## src/design/srb_pkg.sv

```systemverilog
// Package for the sample ring buffer with average and peak.
// Holds command codes, controller states and the controller/datapath structs.
// No dependencies.
`timescale 1ns / 1ps

package srb_pkg;

   // Command codes carried on the request channel; code 3 is ignored.
   typedef enum logic [1:0] {
      CMD_PUSH  = 2'd0,
      CMD_POP   = 2'd1,
      CMD_CLEAR = 2'd2
   } cmd_type;

   typedef enum logic [2:0] {
      ST_IDLE,
      ST_EXEC,
      ST_POP_LOAD,
      ST_WALK_START,
      ST_WALK,
      ST_DIV_START,
      ST_DIV,
      ST_FINISH
   } state_type;

   // Strobes from the controller to the datapath.
   typedef struct packed {
      logic capture;
      logic exec;
      logic pop_load;
      logic walk_start;
      logic walk_step;
      logic div_start;
      logic div_step;
      logic finish_load;
   } ctrl_cmd_type;

   // Status from the datapath back to the controller.
   typedef struct packed {
      logic is_pop;
      logic walk_done;
      logic div_done;
      logic rsp_free;
   } dp_status_type;

endpackage

```

## src/design/srb_if.sv

```systemverilog
// Request and response channel interfaces of the sample ring buffer.
// Valid/ready handshake with the payload fields as separate signals; no dependencies.
`timescale 1ns / 1ps

interface srb_req_if;
   logic        valid;
   logic        ready;
   logic [1:0]  cmd;
   logic [15:0] sample;

   modport source (output valid, output cmd, output sample, input ready);
   modport sink   (input valid, input cmd, input sample, output ready);
endinterface

interface srb_rsp_if;
   logic        valid;
   logic        ready;
   logic [15:0] value;
   logic [15:0] average;
   logic [15:0] peak;
   logic [4:0]  fill;

   modport source (output valid, output value, output average, output peak,
                   output fill, input ready);
   modport sink   (input valid, input value, input average, input peak,
                   input fill, output ready);
endinterface

```

## src/design/srb_controller.sv

```systemverilog
// Sequencer of the sample ring buffer: one item at a time through execute,
// walk, divide and result load. Depends on srb_pkg.
`timescale 1ns / 1ps

module srb_controller (
   input  logic                   clock,
   input  logic                   reset,
   input  logic                   req_valid,
   output logic                   req_ready,
   input  srb_pkg::dp_status_type status,
   output srb_pkg::ctrl_cmd_type  ctrl
);

   srb_pkg::state_type state_ff, state_in;

   always_ff @(posedge clock) begin
      if (reset) begin
         state_ff <= srb_pkg::ST_IDLE;
      end else begin
         state_ff <= state_in;
      end
   end

   always_comb begin
      state_in  = state_ff;
      req_ready = 1'b0;
      ctrl      = '0;
      unique case (state_ff)
         srb_pkg::ST_IDLE: begin
            req_ready = 1'b1;
            if (req_valid) begin
               ctrl.capture = 1'b1;
               state_in     = srb_pkg::ST_EXEC;
            end
         end
         srb_pkg::ST_EXEC: begin
            ctrl.exec = 1'b1;
            state_in  = status.is_pop ? srb_pkg::ST_POP_LOAD : srb_pkg::ST_WALK_START;
         end
         srb_pkg::ST_POP_LOAD: begin
            ctrl.pop_load = 1'b1;
            state_in      = srb_pkg::ST_WALK_START;
         end
         srb_pkg::ST_WALK_START: begin
            ctrl.walk_start = 1'b1;
            state_in        = srb_pkg::ST_WALK;
         end
         srb_pkg::ST_WALK: begin
            if (status.walk_done) begin
               state_in = srb_pkg::ST_DIV_START;
            end else begin
               ctrl.walk_step = 1'b1;
            end
         end
         srb_pkg::ST_DIV_START: begin
            ctrl.div_start = 1'b1;
            state_in       = srb_pkg::ST_DIV;
         end
         srb_pkg::ST_DIV: begin
            if (status.div_done) begin
               state_in = srb_pkg::ST_FINISH;
            end else begin
               ctrl.div_step = 1'b1;
            end
         end
         srb_pkg::ST_FINISH: begin
            // Hold here until the response register is free.
            if (status.rsp_free) begin
               ctrl.finish_load = 1'b1;
               state_in         = srb_pkg::ST_IDLE;
            end
         end
         default: begin
            state_in = srb_pkg::ST_IDLE;
         end
      endcase
   end

endmodule

```

## src/design/srb_datapath.sv

```systemverilog
// Datapath of the sample ring buffer: sample memory, ring pointers, peak,
// sum and maximum walk, restoring divider and response register. Depends on srb_pkg.
`timescale 1ns / 1ps

module srb_datapath #(
   parameter int DEPTH       = 16,
   parameter int SAMPLE_BITS = 16
) (
   input  logic                   clock,
   input  logic                   reset,
   input  srb_pkg::ctrl_cmd_type  ctrl,
   output srb_pkg::dp_status_type status,
   input  logic [1:0]             req_cmd,
   input  logic [15:0]            req_sample,
   output logic                   rsp_valid,
   input  logic                   rsp_ready,
   output logic [15:0]            rsp_value,
   output logic [15:0]            rsp_average,
   output logic [15:0]            rsp_peak,
   output logic [4:0]             rsp_fill
);

   localparam int IDX_W  = (DEPTH > 1) ? $clog2(DEPTH) : 1;
   localparam int CNT_W  = $clog2(DEPTH + 1);
   localparam int SUM_W  = SAMPLE_BITS + CNT_W;
   localparam int STEP_W = $clog2(SAMPLE_BITS + 1);

   localparam logic [IDX_W-1:0] LAST_IDX  = IDX_W'(DEPTH - 1);
   localparam logic [CNT_W-1:0] FULL_CNT  = CNT_W'(DEPTH);
   localparam logic [STEP_W-1:0] DIV_STEPS = STEP_W'(SAMPLE_BITS);

   logic [SAMPLE_BITS-1:0] mem [DEPTH];

   srb_pkg::cmd_type       cmd_ff;
   logic [SAMPLE_BITS-1:0] sample_ff;

   logic [IDX_W-1:0]       oldest_ff, newest_ff;
   logic [CNT_W-1:0]       count_ff;
   logic [SAMPLE_BITS-1:0] peak_ff;
   logic [SAMPLE_BITS-1:0] value_ff;
   logic                   pop_live_ff;
   logic                   rescan_ff;

   logic [IDX_W-1:0]       walk_ptr_ff;
   logic [CNT_W-1:0]       issue_cnt_ff;
   logic                   rd_pend_ff;
   logic [SUM_W-1:0]       sum_ff;
   logic [SAMPLE_BITS-1:0] scan_ff;

   logic [CNT_W-1:0]       rem_ff;
   logic [SAMPLE_BITS-1:0] quo_ff;
   logic [STEP_W-1:0]      step_ff;

   logic                   rsp_valid_ff;
   logic [15:0]            rsp_value_ff, rsp_average_ff, rsp_peak_ff;
   logic [4:0]             rsp_fill_ff;

   logic [SAMPLE_BITS-1:0] rd_data_ff;
   logic                   rd_en;
   logic [IDX_W-1:0]       rd_addr;
   logic                   wr_en;
   logic [IDX_W-1:0]       wr_addr;
   logic [IDX_W-1:0]       push_newest;
   logic                   walk_issue;
   logic [CNT_W:0]         div_trial;
   logic                   div_ge;

   function automatic logic [IDX_W-1:0] idx_next(input logic [IDX_W-1:0] idx);
      return (idx == LAST_IDX) ? '0 : idx + 1'b1;
   endfunction

   function automatic logic [IDX_W-1:0] idx_prev(input logic [IDX_W-1:0] idx);
      return (idx == '0) ? LAST_IDX : idx - 1'b1;
   endfunction

   // Memory ports.
   assign walk_issue  = ctrl.walk_step && (issue_cnt_ff != count_ff);
   assign push_newest = (count_ff != '0) ? idx_next(newest_ff) : newest_ff;
   assign wr_en       = ctrl.exec && (cmd_ff == srb_pkg::CMD_PUSH);
   assign wr_addr     = push_newest;
   assign rd_en       = walk_issue || (ctrl.exec && (cmd_ff == srb_pkg::CMD_POP));
   assign rd_addr     = ctrl.walk_step ? walk_ptr_ff : newest_ff;

   always_ff @(posedge clock) begin
      if (wr_en) begin
         mem[wr_addr] <= sample_ff;
      end
      if (rd_en) begin
         rd_data_ff <= mem[rd_addr];
      end
   end

   // Captured request.
   always_ff @(posedge clock) begin
      if (ctrl.capture) begin
         cmd_ff    <= srb_pkg::cmd_type'(req_cmd);
         sample_ff <= SAMPLE_BITS'(req_sample);
      end
   end

   // Ring state and peak.
   always_ff @(posedge clock) begin
      if (reset) begin
         oldest_ff <= '0;
         newest_ff <= '0;
         count_ff  <= '0;
         peak_ff   <= '0;
      end else if (ctrl.exec) begin
         unique case (cmd_ff)
            srb_pkg::CMD_PUSH: begin
               newest_ff <= push_newest;
               if ((count_ff != '0) && (push_newest == oldest_ff)) begin
                  oldest_ff <= idx_next(oldest_ff);
               end
               if (sample_ff >= peak_ff) begin
                  peak_ff <= sample_ff;
               end
               if (count_ff != FULL_CNT) begin
                  count_ff <= count_ff + 1'b1;
               end
            end
            srb_pkg::CMD_CLEAR: begin
               oldest_ff <= '0;
               newest_ff <= '0;
               count_ff  <= '0;
               peak_ff   <= '0;
            end
            default: begin
            end
         endcase
      end else if (ctrl.pop_load && pop_live_ff) begin
         count_ff <= count_ff - 1'b1;
         if (count_ff != CNT_W'(1)) begin
            newest_ff <= idx_prev(newest_ff);
         end
      end else if (ctrl.div_start && rescan_ff) begin
         peak_ff <= scan_ff;
      end
   end

   // Result value and rescan decision.
   always_ff @(posedge clock) begin
      if (ctrl.exec) begin
         value_ff    <= (cmd_ff == srb_pkg::CMD_PUSH) ? sample_ff : '0;
         pop_live_ff <= (cmd_ff == srb_pkg::CMD_POP) && (count_ff != '0);
         rescan_ff   <= 1'b0;
      end else if (ctrl.pop_load && pop_live_ff) begin
         value_ff  <= rd_data_ff;
         rescan_ff <= (rd_data_ff == peak_ff);
      end
   end

   // Walk over the held samples: one read issued per cycle, accumulated in the following cycle.
   always_ff @(posedge clock) begin
      if (ctrl.walk_start) begin
         walk_ptr_ff  <= oldest_ff;
         issue_cnt_ff <= '0;
         rd_pend_ff   <= 1'b0;
         sum_ff       <= '0;
         scan_ff      <= '0;
      end else if (ctrl.walk_step) begin
         rd_pend_ff <= walk_issue;
         if (walk_issue) begin
            walk_ptr_ff  <= idx_next(walk_ptr_ff);
            issue_cnt_ff <= issue_cnt_ff + 1'b1;
         end
         if (rd_pend_ff) begin
            sum_ff <= sum_ff + SUM_W'(rd_data_ff);
            if (rd_data_ff >= scan_ff) begin
               scan_ff <= rd_data_ff;
            end
         end
      end
   end

   // Restoring divider, one quotient bit per cycle. The quotient never exceeds
   // the largest sample, so the top bits of the sum start as the remainder.
   assign div_trial = {rem_ff, quo_ff[SAMPLE_BITS-1]};
   assign div_ge    = (div_trial >= {1'b0, count_ff});

   always_ff @(posedge clock) begin
      if (ctrl.div_start) begin
         rem_ff  <= sum_ff[SUM_W-1:SAMPLE_BITS];
         quo_ff  <= sum_ff[SAMPLE_BITS-1:0];
         step_ff <= '0;
      end else if (ctrl.div_step) begin
         quo_ff  <= {quo_ff[SAMPLE_BITS-2:0], div_ge};
         rem_ff  <= div_ge ? CNT_W'(div_trial - {1'b0, count_ff}) : div_trial[CNT_W-1:0];
         step_ff <= step_ff + 1'b1;
      end
   end

   // Response register.
   always_ff @(posedge clock) begin
      if (reset) begin
         rsp_valid_ff <= 1'b0;
      end else if (ctrl.finish_load) begin
         rsp_valid_ff <= 1'b1;
      end else if (rsp_ready) begin
         rsp_valid_ff <= 1'b0;
      end
   end

   always_ff @(posedge clock) begin
      if (ctrl.finish_load) begin
         rsp_value_ff   <= 16'(value_ff);
         rsp_average_ff <= (count_ff == '0) ? 16'd0 : 16'(quo_ff);
         rsp_peak_ff    <= 16'(peak_ff);
         rsp_fill_ff    <= 5'(count_ff);
      end
   end

   assign rsp_valid   = rsp_valid_ff;
   assign rsp_value   = rsp_value_ff;
   assign rsp_average = rsp_average_ff;
   assign rsp_peak    = rsp_peak_ff;
   assign rsp_fill    = rsp_fill_ff;

   assign status.is_pop    = (cmd_ff == srb_pkg::CMD_POP);
   assign status.walk_done = (issue_cnt_ff == count_ff) && !rd_pend_ff;
   assign status.div_done  = (step_ff == DIV_STEPS);
   assign status.rsp_free  = !rsp_valid_ff || rsp_ready;

endmodule

```

## src/design/sample_ring_buffer_avg_max_core.sv

```systemverilog
// Top level of the sample ring buffer with running peak and floor average.
// Depends on srb_pkg, srb_if.sv, srb_controller and srb_datapath.
`timescale 1ns / 1ps

// Channel   Direction  Handshake     Fields
// req_bus   in         valid/ready   cmd[1:0], sample[15:0]
// rsp_bus   out        valid/ready   value[15:0], average[15:0], peak[15:0], fill[4:0]
//
// Each item runs from acceptance to result through execute, a pop load for a pop,
// a walk over the held samples through the single memory read port, the
// one-bit-per-cycle divider and the result load. Reset is synchronous and empties
// the ring; the sample memory itself is not cleared. A new item is accepted in the
// cycle after the previous result is loaded into the response register; a stalled
// response holds the sequencer only when the next result is ready to be loaded.

module sample_ring_buffer_avg_max_core #(
   parameter int DEPTH       = 16,
   parameter int SAMPLE_BITS = 16
) (
   input logic         clock,
   input logic         reset,
   srb_req_if.sink     req_bus,
   srb_rsp_if.source   rsp_bus
);

   srb_pkg::ctrl_cmd_type  ctrl;
   srb_pkg::dp_status_type status;

   // The controller owns sequencing and the request handshake.
   srb_controller u_controller (
      .clock     (clock),
      .reset     (reset),
      .req_valid (req_bus.valid),
      .req_ready (req_bus.ready),
      .status    (status),
      .ctrl      (ctrl)
   );

   // The datapath owns all ring state, arithmetic and the response register.
   srb_datapath #(
      .DEPTH       (DEPTH),
      .SAMPLE_BITS (SAMPLE_BITS)
   ) u_datapath (
      .clock       (clock),
      .reset       (reset),
      .ctrl        (ctrl),
      .status      (status),
      .req_cmd     (req_bus.cmd),
      .req_sample  (req_bus.sample),
      .rsp_valid   (rsp_bus.valid),
      .rsp_ready   (rsp_bus.ready),
      .rsp_value   (rsp_bus.value),
      .rsp_average (rsp_bus.average),
      .rsp_peak    (rsp_bus.peak),
      .rsp_fill    (rsp_bus.fill)
   );

endmodule

```

## src/flat_wrapper.sv

```systemverilog
// flat-port wrapper written by rule: the top's interface ports become plain ports
module sample_ring_buffer_avg_max_core_flat 
#(
   parameter int DEPTH       = 16,
   parameter int SAMPLE_BITS = 16
)
  (clock, reset, req_bus_valid, req_bus_cmd, req_bus_sample, req_bus_ready, rsp_bus_valid, rsp_bus_value, rsp_bus_average, rsp_bus_peak, rsp_bus_fill, rsp_bus_ready);
  srb_req_if req_bus_i ();
  srb_rsp_if rsp_bus_i ();
  input logic clock;
  input logic reset;
  input wire logic [$bits(req_bus_i.valid)-1:0] req_bus_valid;
  input wire logic [$bits(req_bus_i.cmd)-1:0] req_bus_cmd;
  input wire logic [$bits(req_bus_i.sample)-1:0] req_bus_sample;
  output wire logic [$bits(req_bus_i.ready)-1:0] req_bus_ready;
  output wire logic [$bits(rsp_bus_i.valid)-1:0] rsp_bus_valid;
  output wire logic [$bits(rsp_bus_i.value)-1:0] rsp_bus_value;
  output wire logic [$bits(rsp_bus_i.average)-1:0] rsp_bus_average;
  output wire logic [$bits(rsp_bus_i.peak)-1:0] rsp_bus_peak;
  output wire logic [$bits(rsp_bus_i.fill)-1:0] rsp_bus_fill;
  input wire logic [$bits(rsp_bus_i.ready)-1:0] rsp_bus_ready;
  assign req_bus_i.valid = req_bus_valid;
  assign req_bus_i.cmd = req_bus_cmd;
  assign req_bus_i.sample = req_bus_sample;
  assign req_bus_ready = req_bus_i.ready;
  assign rsp_bus_valid = rsp_bus_i.valid;
  assign rsp_bus_value = rsp_bus_i.value;
  assign rsp_bus_average = rsp_bus_i.average;
  assign rsp_bus_peak = rsp_bus_i.peak;
  assign rsp_bus_fill = rsp_bus_i.fill;
  assign rsp_bus_i.ready = rsp_bus_ready;
  sample_ring_buffer_avg_max_core #(.DEPTH(DEPTH), .SAMPLE_BITS(SAMPLE_BITS)) u_core (.clock(clock), .reset(reset), .req_bus(req_bus_i), .rsp_bus(rsp_bus_i));
endmodule
```

## config.mk

```make
export PLATFORM = sky130hd
export DESIGN_NAME = sample_ring_buffer_avg_max_core_flat
export DESIGN_NICKNAME = d
export VERILOG_FILES = /design/src/design/srb_pkg.sv /design/src/design/srb_if.sv /design/src/design/srb_controller.sv /design/src/design/srb_datapath.sv /design/src/design/sample_ring_buffer_avg_max_core.sv /design/src/flat_wrapper.sv
export SDC_FILE = /design/constraint.sdc
export NUM_CORES = 1
export LEC_CHECK = 0
export BUFFER_PORTS_ARGS = -buffer_cell sky130_fd_sc_hd__buf_2
export CORE_UTILIZATION = 43
export CTS_BUF_LIST = sky130_fd_sc_hd__clkbuf_4
export CTS_CLUSTER_DIAMETER = 100
export DETAILED_ROUTE_END_ITERATION = 8
export PLACE_DENSITY = 0.63
export REMOVE_ABC_BUFFERS = 1
export SYNTH_ARGS = -nofsm -noshare
export SYNTH_HDL_FRONTEND = slang
export SYNTH_SLANG_ARGS = --single-unit
```

## constraint.sdc

```tcl
create_clock -name clock -period 5.1 [get_ports clock]
set_clock_uncertainty 0.05 [all_clocks]
set_input_delay 1.02 -clock clock [delete_from_list [all_inputs] [get_ports clock]]
set_output_delay 1.02 -clock clock [all_outputs]
set_load 0.01 [all_outputs]
```

==> reports/metrics.cfg, run 1 <==
[clock_tree]
htreeDepth=3
cts_tree=done
clk_pin_slew_worst_paths_ns=0.07
cts.repair.resized=0
clk-insertion-delay-late_ns=0.89
clkSinkCount=467
cts_buffer_depth=3
cts_hold_buf=0
cts-buffers-inserted=117
cts_setup_buffers=0
root_buffer=clkbuf_4

[setup_path]
cp.arrival_ns=4.30
crit_required_ns=5.63
criticalPathCategory=flop to flop
reg2reg_depth=8
cp_max_fo=67
endpoint_kind=flop
startpoint_type=flop
r2r_setup_slack_ns=1.33

[power_and_ir_drop]
leakage_nw=8.721
p_sw_mw=2.996
swShare_pct=30.49
clkPwrFrac_pct=32.5
finalPower_mw=9.826
comb_power_share_pct=20.0
cellPowerDensity_nw_per_um2=423.1
p_seq_share_pct=47.6
ir_drop_mv=0.1678
intPower_mw=6.830

[final_layout]
finalNonFillerCells=2574
drive_above_1_share_pct=16.63
area_growth_pct=13.11
final_nets=1964
final_cell_area_um2=23220

[status]
outcome=finished with violations
violations=design-rule violations

[grt]
grt_max_degree=97
overflow=0
antenna_found_initial=1
grt_pass1_wl_um=77130
grt_pass1_vias=13910
track_usage_pct=20.89

[synthesis]
yosysTopAreaCellShare_pct=56.31
yosys_warnings=0
synth_area_leader_cell=edfxtp_1
synth_most_common_cell=edfxtp_1
synthCells=1716
ys.flop_type=edfxtp_1
synth_edf_count=385
synth_common_cells=385 x edfxtp_1, 360 x nand2_1, 126 x nand3_1
synthTopCellsByArea=edfxtp_1 56%, dfxtp_1 8.0%, nand2_1 6.6%, ha_1 4.0%, mux2i_1 3.5%
synth_area_um2=20530
ys_ff_latch=467
yosysUniqueCellTypes=66
syn_avg_cell_area_um2=11.97
ys_async_sr_fraction_pct=0
seq_area_frac_synth_pct=64.30

[die]
die-height_um=220.5
coreArea_um2=46850
chipWidth_um=220.5
start_util_pct=43.82
row_count=79
die_area_um2=48630
io_pins=77

[placement]
port_buffers=76
place.gp.congestion=0.9295
dp.cells=2363
post_dp_cell_area_um2=21700
hpwl_um=31580
dpl_worst_slack_ns=1.368

[timing]
timing.fmax_ghz=0.2652
rsz0062_at_grt=false
drv_slew=0
fin_tns_setup_ns=0
fin_ws_ns=1.329
slew_headroom_pct=21.32
finalCritPeriodShare_pct=73.94
worst_pin_slew_ns=1.179
setup-violations-final=0
hold_viol=0
fin_crit_ns=3.771

[route]
first_pass_iters=7
drt_iter0_markers=1128
vias_per_cell=5.391
routed_wl_um=50120
ant_nets=0
route.detailed.drc=9
wl_per_cell_um=19.47
vias=13880

[min_path]
min-delay-path-class=input port to flop
holdPathStages=1

[flow_run]
max_cap_viol_count=0

==> metal layers <==
layer / vias up / global-route usage [%] / wire (um)
met2: 440 / 34.79 / 24450
met4: 0 / 8.014 / 953
met5: - / 0 / 0
met3: 78 / 4.660 / 3147
met1: 6721 / 26.53 / 21570
li1: 6637 / - / -
==> logic make-up after synthesis <==
logic type	synth area share, %
buffers and inverters	2.962
flip-flops	64.30
AO/OA/AOI/OAI	8.562
adder cells (fa/ha/maj)	4.156
XOR/XNOR	2.346
AND/OR/NAND/NOR	14.02
multiplexers	3.656
==> power by group through the flow <==
stage	Combinational [mW]	Sequential [mW]	Clock, mW
after floorplan	1.36	4.69	0
after global placement	1.91	4.75	0
after detailed placement	1.95	4.75	0
after CTS	1.96	4.67	3.29
after global routing	2.18	4.70	3.48
final	1.96	4.67	3.19
==> stage by stage <==
stage / util, % / hold slack, ns
2_1_floorplan: - / 0.3503
3_3_place_gp: 46.31 / 0.3639
3_5_place_dp: 46.31 / 0.3572
4_1_cts: 49.56 / 0.1741
5_1_grt: 49.57 / 0.1884
6_report: 49.57 / 0.2608
==> area by class of cell <==
cell class                 count  area [um2]
clock inverter                42       262.8
inverter                      54       202.7
timing repair buffer         125       760.7
fill                        4240       23630
sequential                   467       13200
tap                          607       759.5
clock buffer                 168        1261
multi-input combinational   1110        6773
antenna                        1       2.502
==> final timing paths <==
check,startpoint,endpoint
max reg2reg,u_core.u_controller.state_ff[2],u_core.u_datapath.rd_data_ff[11]
min reg2reg,u_core.u_datapath.value_ff[6],u_core.u_datapath.rsp_value[6]
min,req_bus_sample[3],u_core.u_datapath.sample_ff[3]
max,u_core.u_controller.state_ff[2],u_core.u_datapath.rd_data_ff[11]
==> cells in the final DEF, fill, tap and decap left out, drive strengths merged, types with 65 or more instances in the layout <==
cell	n
nand2	360
clkbuf	168
edfxtp	385
dfxtp	82
buf	125
mux2i	72
a21oi	75
nand3	126
nor2	95
ha	65
==> critical path: stages (launching register included) <==
cell      delay, ns
dfxtp_1        0.72
nand2_1        0.31
a31oi_4        0.51
mux2_4         0.83
buf_4          0.37
mux2i_1        0.21
mux2i_1        0.10
a32oi_1        0.19
o221ai_1       0.14
==> sequential cells by signal, summed over array words and instances, names as in the netlist, 16 cells and up <==
| signal | count |
|---|---|
| u_core.u_datapath.mem | 256 |
| u_core.u_datapath.peak_ff | 16 |
| u_core.u_datapath.quo_ff | 16 |
| u_core.u_datapath.rd_data_ff | 16 |
| u_core.u_datapath.rsp_average | 16 |
| u_core.u_datapath.rsp_peak | 16 |
| u_core.u_datapath.rsp_value | 16 |
| u_core.u_datapath.sample_ff | 16 |
| u_core.u_datapath.scan_ff | 16 |
| u_core.u_datapath.sum_ff | 21 |
| u_core.u_datapath.value_ff | 16 |
Power figures use the tool's default switching activity.
==> run 2: changes to the inputs <==
--- a/config.mk
+++ b/config.mk
@@ -10,7 +10,7 @@
 export CTS_BUF_LIST = sky130_fd_sc_hd__clkbuf_4
 export CTS_CLUSTER_DIAMETER = 100
 export DETAILED_ROUTE_END_ITERATION = 8
-export PLACE_DENSITY = 0.63
+export PLACE_DENSITY = 0.65
 export REMOVE_ABC_BUFFERS = 1
 export SYNTH_ARGS = -nofsm -noshare
 export SYNTH_HDL_FRONTEND = slang
==> constraint.sdc (replaced) <==
create_clock -name clock -period 3.3 [get_ports clock]
set_clock_uncertainty 0.05 [all_clocks]
set_input_delay 0.66 -clock clock [delete_from_list [all_inputs] [get_ports clock]]
set_output_delay 0.66 -clock clock [all_outputs]
set_load 0.01 [all_outputs]
==> reports/metrics.cfg, run 2 (synthesis results as in run 1) <==
[status]
outcome=finished with violations  ; unchanged
violations=design-rule violations  ; unchanged

[clock_tree]
htreeDepth=3  ; unchanged
clk_pin_slew_worst_paths_ns=0.07  ; about the same
clkSinkCount=467  ; unchanged
cts-buffers-inserted=116  ; was 117
cts_tree=done  ; unchanged
clk-insertion-delay-late_ns=0.90  ; was 0.89 ns
root_buffer=clkbuf_4  ; unchanged
cts_buffer_depth=3  ; unchanged

[route]
routed_wl_um=53720  ; was 50120 um
wl_per_cell_um=20.63  ; was 19.47 um
vias_per_cell=5.546  ; was 5.391
first_pass_iters=8  ; was 7
ant_nets=0  ; unchanged
drt_iter0_markers=1318  ; was 1128
route.detailed.drc=14  ; was 9
vias=14440  ; was 13880

[timing]
rsz0062_at_grt=false  ; unchanged
slew_headroom_pct=20.99  ; was 21.32%
setup-violations-final=0  ; unchanged
drv_slew=0  ; unchanged
fin_crit_ns=3.109  ; was 3.771 ns
fin_tns_setup_ns=0  ; unchanged
hold_viol=0  ; unchanged
timing.fmax_ghz=0.3216  ; was 0.2652 GHz
finalCritPeriodShare_pct=94.21  ; was 73.94%
worst_pin_slew_ns=1.181  ; was 1.179 ns

[grt]
grt_max_degree=55  ; was 97
overflow=0  ; unchanged
track_usage_pct=22.43  ; was 20.89%
grt_pass1_vias=13800  ; was 13910
antenna_found_initial=3  ; was 1
grt_pass1_wl_um=81160  ; was 77130 um

[setup_path]
reg2reg_depth=10  ; was 8
endpoint_kind=flop  ; unchanged
criticalPathCategory=flop to flop  ; unchanged
crit_required_ns=3.95  ; was 5.63 ns
cp_max_fo=4  ; was 67
startpoint_type=flop  ; unchanged
cp.arrival_ns=3.76  ; was 4.30 ns

[placement]
port_buffers=76  ; unchanged
dp.cells=2384  ; was 2363
place.gp.congestion=0.9188  ; was 0.9295
hpwl_um=36440  ; was 31580 um

[power_and_ir_drop]
cellPowerDensity_nw_per_um2=644.8  ; was 423.1 nW/um2
finalPower_mw=15.16  ; was 9.826 mW
leakage_nw=8.864  ; was 8.721 nW
ir_drop_mv=0.3450  ; was 0.1678 mV

[die]
row_count=79  ; unchanged
chipWidth_um=220.5  ; unchanged
die_area_um2=48630  ; unchanged
coreArea_um2=46850  ; unchanged
start_util_pct=43.82  ; unchanged
die-height_um=220.5  ; unchanged
io_pins=77  ; unchanged

[final_layout]
final_nets=2002  ; was 1964
largest_register=u_core.u_datapath.mem  ; unchanged
area_growth_pct=14.52  ; was 13.11%
final.fill_count=4194  ; was 4240
final_common_cell=edfxtp_1  ; unchanged
fin_util_pct=50.18  ; was 49.57%
finalNonFillerCells=2604  ; was 2574
drive_above_1_share_pct=17.05  ; was 16.63%
largest_reg_flops=256  ; unchanged
top_regs=u_core.u_datapath.mem (256), u_core.u_datapath.sum_ff (21)  ; unchanged
layout_common_cells=385 x edfxtp_1, 360 x nand2_1, 166 x clkbuf_4, 126 x nand3_1, 92 x nor2_1  ; was 385 x edfxtp_1, 360 x nand2_1, 168 x clkbuf_4, 126 x nand3_1, 90 x nor2_1

[min_path]
min-delay-path-class=input port to flop  ; unchanged
holdPathStages=3  ; was 1

[flow_run]
max_cap_viol_count=0  ; unchanged

-- run 2: cell types whose count changed in the layout (fill, tap and decap cells not counted), moves of 2 or more --
| cell | before | now |
|---|---|---|
| clkbuf_4 | 168 | 166 |
| diode_2 | 1 | 3 |
| clkinv_1 | 32 | 27 |
| nor2_1 | 90 | 92 |
| bufinv_16 | 3 | 0 |
| buf_4 | 48 | 63 |
| nor2_2 | 4 | 2 |
| dlygate4sd3_1 | 0 | 18 |
| clkinv_2 | 3 | 1 |
| buf_12 | 1 | 7 |
-- run 2: worst max-delay path: stages, from the launching register on --
cell,delay (ns)
edfxtp_1,0.47
ha_1,0.25
fa_1,0.41
a21o_1,0.18
a21oi_1,0.25
o21bai_1,0.12
a41o_1,0.29
a31o_2,0.29
a311o_1,0.38
a31oi_1,0.17
nor3b_1,0.07
-- run 2: layout make-up --
cell class	instances	area (um2)	area share [%]
Sequential cell	467	13200	56.15
Clock inverter	33	151.4	0.6439
Tap cell	607	759.5	3.230
Timing Repair Buffer	164	1174	4.991
Multi-Input combinational cell	1110	6769	28.79
Antenna cell	3	7.507	0.03193
Clock buffer	166	1246	5.300
Inverter	54	202.7	0.8621
-- run 2: worst paths after layout --
| check | endpoint | start | slack [ns] |
|---|---|---|---|
| max reg2reg | u_core.u_datapath.sum_ff[20] | u_core.u_datapath.rd_data_ff[0] | 0.19 |
| min reg2reg | u_core.u_datapath.rsp_value[9] | u_core.u_datapath.value_ff[9] | 0.37 |
| max | u_core.u_datapath.sum_ff[20] | u_core.u_datapath.rd_data_ff[0] | 0.19 |
| min | u_core.u_datapath.rsp_valid | rsp_bus_ready | 0.11 |
-- run 2: per-layer routing --
layer	vias up	GRT usage, %	part of all wire (%)
li1	6694	-	-
met1	7017	29.79	42
met2	617	36.13	48
met3	113	4.770	7.8
met4	0	8.402	2.8
met5	-	0	0
-- run 2: what timing repair did --
action / CTS / global route
hold buffers: 18 / 0
setup buffers: 0 / 0
resized for setup: 0 / 1
endpoints found under the setup margin: 0 / 1
endpoints found under the hold margin: 18 / 0
-- run 2: metrics by stage --
stage / instance area, um2 / hold slack (ns) / setup slack (ns)
after global placement: 21930 / 0.3569 / 0.3113
after floorplan: 20130 / 0.3503 / -1.605
after global routing: 23510 / 0.08396 / 0.04679
after CTS: 23500 / 0.03804 / 0.2278
after detailed placement: 21930 / 0.3652 / 0.2625
final: 23510 / 0.1147 / 0.1909
-- run 2: where the power goes --
part | switching [mW] | internal (mW) | total [mW]
registers | 0.354 | 6.87 | 7.22
logic | 2.15 | 1.22 | 3.36
clock network | 2.27 | 2.30 | 4.58
